File: config.mk
export PLATFORM = sky130hd
export DESIGN_NAME = stretch_source_index
export DESIGN_NICKNAME = d
export VERILOG_FILES = /design/src/rtl/core/ssi_pkg.sv /design/src/rtl/core/stretch_source_index.sv
export SDC_FILE = /design/constraint.sdc
export NUM_CORES = 1
export LEC_CHECK = 0
export CAP_MARGIN = 10
export CORE_MARGIN = 2
export CORE_UTILIZATION = 65
export DETAILED_ROUTE_END_ITERATION = 6
export DONT_BUFFER_PORTS = 1
export PLACE_DENSITY_LB_ADDON = 0.3
export SYNTH_ARGS = -nofsm -noshare
export SYNTH_HDL_FRONTEND = slang
export SYNTH_SLANG_ARGS = --single-unit
File: constraint.sdc
create_clock -name clk -period 14.05 [get_ports clk]
set_input_delay 2.81 -clock clk [delete_from_list [all_inputs] [get_ports clk]]
set_output_delay 2.81 -clock clk [all_outputs]
set_load 0.02 [all_outputs]
File: src/rtl/core/ssi_pkg.sv
// Package for the stretch source index block: field widths and parameter defaults.
// Used by stretch_source_index and ssi_checker; depends on nothing.
package ssi_pkg;

	localparam int unsigned MAX_LEN_DEFAULT = 4096;

	// Widths of the request and result fields.
	localparam int unsigned LEN_W = 13;
	localparam int unsigned POS_W = 12;
	localparam int unsigned OUT_W = 13;

	// The source counter can run a little past the longest length.
	localparam int unsigned IDX_W = 15;

	// The error term lies within three lengths either side of zero.
	localparam int unsigned ERR_W = 16;

endpackage

File: src/rtl/core/stretch_source_index.sv
// Stretch blit source index: Bresenham error walk over one shared adder.
// Depends on ssi_pkg for widths and the default length limit.

// Usage:
// A request on the input channel (in_valid/in_ready) carries dest_length,
// source_length and dest_position. The block answers with one result on the
// output channel (out_valid/out_ready): source_index, the source pixel or row
// that a nearest-neighbor stretch samples at dest_position.
// Lengths of zero count as one, and lengths above MAX_LEN count as MAX_LEN.
// Equal lengths pass the position through unchanged.
// The block holds one request at a time. in_ready is high only while idle.
// The lengths are clamped as the request is taken, and the cycle after
// acceptance sets up the steps and the initial error.
// Then a single error adder runs once per cycle, one destination element or
// one skipped source element per step. Equal lengths go from setup straight
// to the result; otherwise the walk covers up to dest_position destination
// elements, plus the skipped source elements when shrinking.
// The result sits in an output register until out_ready takes it. While the
// receiver stalls, the block keeps the result and stays busy. The next
// request is taken in the cycle after the result leaves.
// Reset returns the sequencer to idle and drops out_valid. No state carries
// from one request to the next.
module stretch_source_index
	import ssi_pkg::*;
#(
	parameter int unsigned MAX_LEN = MAX_LEN_DEFAULT
) (
	input  logic             clk,
	input  logic             arst_n,
	input  logic             in_valid,
	output logic             in_ready,
	input  logic [LEN_W-1:0] dest_length,
	input  logic [LEN_W-1:0] source_length,
	input  logic [POS_W-1:0] dest_position,
	output logic             out_valid,
	input  logic             out_ready,
	output logic [OUT_W-1:0] source_index
);

	// Largest length after clamping; a limit beyond the field width never clamps.
	localparam logic [LEN_W-1:0] LEN_CAP =
		(MAX_LEN >= (2 ** LEN_W)) ? '1 : LEN_W'(MAX_LEN);

	// Sequencer codes.
	localparam logic [2:0] ST_IDLE = 3'd0; // waiting for a request
	localparam logic [2:0] ST_INIT = 3'd1; // load steps and initial error
	localparam logic [2:0] ST_PRE  = 3'd2; // shrink: skip leading source elements
	localparam logic [2:0] ST_MAIN = 3'd3; // one destination element per step
	localparam logic [2:0] ST_SKIP = 3'd4; // shrink: skip source while error < 0
	localparam logic [2:0] ST_DONE = 3'd5; // result waits for the receiver

	logic [2:0]              state_q;
	logic [LEN_W-1:0]        dl_q;
	logic [LEN_W-1:0]        sl_q;
	logic [POS_W-1:0]        pos_q;
	logic [LEN_W-1:0]        cnt_q;
	logic [IDX_W-1:0]        idx_q;
	logic signed [ERR_W-1:0] err_q;
	logic signed [ERR_W-1:0] minor_q;
	logic signed [ERR_W-1:0] major_q;
	logic                    shrink_q;
	logic [OUT_W-1:0]        result_q;

	logic [LEN_W-1:0]        dl_clamped;
	logic [LEN_W-1:0]        sl_clamped;
	logic [LEN_W-1:0]        len_lo;
	logic [LEN_W-1:0]        len_hi;
	logic signed [ERR_W-1:0] err_next;
	logic                    err_neg;
	logic                    walk_end;

	function automatic logic [LEN_W-1:0] clamp_len(input logic [LEN_W-1:0] raw);
		logic [LEN_W-1:0] v;
		v = raw;
		if (raw == '0) begin
			v = LEN_W'(1);
		end else if (raw > LEN_CAP) begin
			v = LEN_CAP;
		end
		return v;
	endfunction

	function automatic logic signed [ERR_W-1:0] ext(input logic [LEN_W-1:0] v);
		return signed'({{(ERR_W - LEN_W){1'b0}}, v});
	endfunction

	assign dl_clamped = clamp_len(dest_length);
	assign sl_clamped = clamp_len(source_length);

	// The shorter length sets the minor step, the difference sets the major step.
	assign len_lo = (dl_q < sl_q) ? dl_q : sl_q;
	assign len_hi = (dl_q < sl_q) ? sl_q : dl_q;

	// The one shared adder: a negative error takes the minor step, else the major.
	assign err_neg  = err_q[ERR_W-1];
	assign err_next = err_q + (err_neg ? minor_q : major_q);

	// The walk stops at the queried position, or after the last destination element.
	assign walk_end = (cnt_q == LEN_W'(pos_q)) || (cnt_q == dl_q);

	assign in_ready     = (state_q == ST_IDLE);
	assign out_valid    = (state_q == ST_DONE);
	assign source_index = result_q;

	always_ff @(posedge clk or negedge arst_n) begin
		if (!arst_n) begin
			state_q <= ST_IDLE;
		end else begin
			unique case (state_q)
				ST_IDLE: begin
					if (in_valid) begin
						state_q <= ST_INIT;
					end
				end
				ST_INIT: begin
					if (dl_q == sl_q) begin
						state_q <= ST_DONE;
					end else if (dl_q > sl_q) begin
						state_q <= ST_MAIN;
					end else begin
						state_q <= ST_PRE;
					end
				end
				ST_PRE: begin
					if (!err_neg) begin
						state_q <= ST_MAIN;
					end
				end
				ST_MAIN: begin
					if (walk_end) begin
						state_q <= ST_DONE;
					end else if (shrink_q) begin
						state_q <= ST_SKIP;
					end
				end
				ST_SKIP: begin
					if (!err_neg) begin
						state_q <= ST_MAIN;
					end
				end
				ST_DONE: begin
					if (out_ready) begin
						state_q <= ST_IDLE;
					end
				end
				default: begin
					state_q <= ST_IDLE;
				end
			endcase
		end
	end

	// Datapath registers; only the sequencer needs a reset.
	always_ff @(posedge clk) begin
		unique case (state_q) inside
			ST_IDLE: begin
				dl_q  <= dl_clamped;
				sl_q  <= sl_clamped;
				pos_q <= dest_position;
			end
			ST_INIT: begin
				cnt_q    <= '0;
				idx_q    <= '0;
				shrink_q <= (dl_q < sl_q);
				minor_q  <= ext(len_lo) <<< 1;
				major_q  <= (ext(len_lo) - ext(len_hi)) <<< 1;
				if (dl_q > sl_q) begin
					err_q <= ext(sl_q) + (ext(sl_q) <<< 1) - (ext(dl_q) <<< 1);
				end else begin
					err_q <= (ext(dl_q) <<< 1) - ext(sl_q);
				end
				result_q <= OUT_W'(pos_q);
			end
			ST_PRE, ST_SKIP: begin
				err_q <= err_next;
				if (err_neg) begin
					idx_q <= idx_q + IDX_W'(1);
				end
			end
			ST_MAIN: begin
				if (walk_end) begin
					result_q <= idx_q[OUT_W-1:0];
				end else begin
					cnt_q <= cnt_q + LEN_W'(1);
					if (shrink_q) begin
						idx_q <= idx_q + IDX_W'(1);
					end else begin
						err_q <= err_next;
						if (!err_neg) begin
							idx_q <= idx_q + IDX_W'(1);
						end
					end
				end
			end
			ST_DONE: begin
			end
			default: begin
			end
		endcase
	end

endmodule

==> out/metrics.yaml <==
outcome:
  outcome: "finished with violations"
  violations: "design-rule violations"
floorplanning:
  start_util: 0.664
  die_area_um2: 14500
  die_y_um: 120
  row_count: 42
  ios: 57
  dieWidth_um: 120
  coreArea_um2: 13200
placed_design:
  placed_cells: 1016
  dpl_cell_area_um2: 8970
  place_congestion: 0.943
  hpwl_mm: 15.5
  portBuffers: 0
sta:
  fin_hold_ws_ns: 0.610
  skew_ns: 0.00700
  hold_viol: 0
  timing.final.crit_share: 0.352
  grt_setup_unrepaired: "no"
  fmax_mhz: 202
  relSlewSlack: 0.259
  setup_viol: 0
  min_period_ns: 4.95
  worst_pin_slew_ns: 1.11
  finalSetupTns_ns: 0
  slew_violations: 0
cells_and_area:
  num_antenna_cells: 0
  final_cell_mix: "120 x edfxtp_1, 73 x inv_1, 67 x ha_1, 60 x nor2_1, 50 x nand2_1"
  nNetsFinal: 984
  drive_gt1_frac: 0.103
  fin_cells: 1049
  final_area_um2: 9540
  final_common_cell: "edfxtp_1"
  synthToLayoutAreaGrowth_pct: 8.45
grt:
  grt_pass1_wl_mm: 33.0
  grt_max_degree: 32
  grt_usage: 0.298
  grt_pass1_vias: 6247
  overflow: 0
  antenna_found_initial: 0
drt:
  via_count: 6585
  routedWlPerCell_um: 20.1
  drtPass1Iterations: 7
  route.detailed.drc: 2
  vias_per_cell: 6.28
  drt_iter0_markers: 594
  wirelength_mm: 21.1
  ant_nets: 0
flow_run:
  maxCapViolations: 0
cts:
  cts-htree-levels: 4
  post-cts-setup-buffers: 0
  ctsResizeCount: 0
  postCtsHoldBufs: 0
  cts.reportedPaths.clkPinSlew_ns: 0.06
  clock_latency_ns: 0.43
  cts-buffers-inserted: 17
  clock_tree.root_cell: "clkbuf_16"
  cts_tree: "done"
  clock_path_buffers: 2
  cts_num_sinks: 123
synthesis:
  synth.area.top_cells: "edfxtp_1 41%, ha_1 9.5%, xnor2_1 4.7%"
  netlist_area_um2: 8800
  async_flop_share: 0.0244
  syn_nets: 985
  ys_seq_area_frac: 0.418
  avgSynthCellArea_um2: 10.2
  synth_edf_count: 120
  synth-main-ff-cell: "edfxtp_1"
  yosysWarnings: 0
  ys_ff_latch: 123
  synth_cell_types: 70
  synthCells: 861
  yosysTopAreaCellShare: 0.410
  yosysTopAreaCell: "edfxtp_1"
worst_setup_path:
  cp-end-kind: "output port"
  worstSetupStartpointType: "flop"
  cp.required_ns: 11.24
  crit_fanout: 27
  crit_type: "reg2out"
  arrival_ns: 2.14
worst_hold_path:
  hold_class: "reg2reg"
[worst paths after layout]
check	start	end	slack, ns	cells after the start
worst min-delay path	pos_q[11]	source_index[11]	0.61	1
worst max register to register	dl_q[6]	major_q[13]	9.70	14
min in group asynchronous	arst_n	state_q[1]	2.07	0
worst min register to register	pos_q[11]	source_index[11]	0.61	1
worst max-delay path	state_q[1]	in_ready	9.10	2
max in group asynchronous	arst_n	state_q[0]	11.91	0
[layer usage]
layer	global-route usage	routed length, um	vias to the layer above
met3	0.0415	1350	40
met1	0.442	9770	3139
met2	0.454	9540	300
met5	0	0	-
met4	0.101	463	0
li1	-	-	3106
[registers in the layout, indices dropped and copies added, names as in the netlist]
signal / count
err_q: 15
major_q: 14
cnt_q: 13
dl_q: 13
idx_q: 13
minor_q: 13
sl_q: 13
source_index: 13
pos_q: 12
state_q: 3
shrink_q: 1
[stage by stage]
stage / worst slack, ns / utilization
floorplan: 7.37 / -
global placement: 9.27 / 0.677
detailed placement: 9.06 / 0.677
CTS: 8.62 / 0.719
global route: 8.98 / 0.720
finish: 9.10 / 0.720
[synth_stat cells, types with 3 or more instances]
library cell  instances
edfxtp_1            120
inv_1                73
ha_1                 67
nor2_1               60
nand2_1              50
o21ai_0              49
xnor2_1              47
a21oi_1              44
xor2_1               40
nor2b_1              30
mux2_2               24
nand3_1              23
clkbuf_1             18
and3_1               15
fa_1                 15
nor3_1               15
nand4_1              12
nor4_1               11
a31oi_1               9
or3_1                 9
a21o_1                8
o211ai_1              8
o21ai_1               8
a211oi_1              7
and2_1                7
buf_2                 6
or2_2                 6
o21a_1                5
o21bai_1              5
o22ai_1               5
o31ai_1               5
mux2i_1               4
a211oi_2              3
a21boi_0              3
a22oi_1               3
a31o_2                3
buf_1                 3
dfrtp_1               3
[logic make-up after synthesis]
family | count (synthesis) | share of synthesized area
buffers and inverters | 102 | 0.0452
muxes | 28 | 0.0353
adders and majority gates | 82 | 0.129
xor gates and xnor gates | 87 | 0.0866
AOI/OAI and AO/OA | 188 | 0.139
DFF | 123 | 0.418
and+or+nand+nor | 251 | 0.146
[worst max-delay path, stage by stage (launching register included)]
cell and delay (ns):
dfrtp_1 0.59, nor3_2 0.64, buf_4 0.47
[area by class of cell]
cell class | instances | area [um2]
tap | 176 | 220
timing repair buffer | 8 | 63.8
clock inverter | 15 | 135
clock buffer | 17 | 425
sequential | 123 | 3680
fill | 963 | 3700
inverter | 74 | 278
multi-input combinational | 636 | 4740
Power is not shown: default switching activity piles up to over one toggle a cycle in this logic, so the estimate is an artifact.
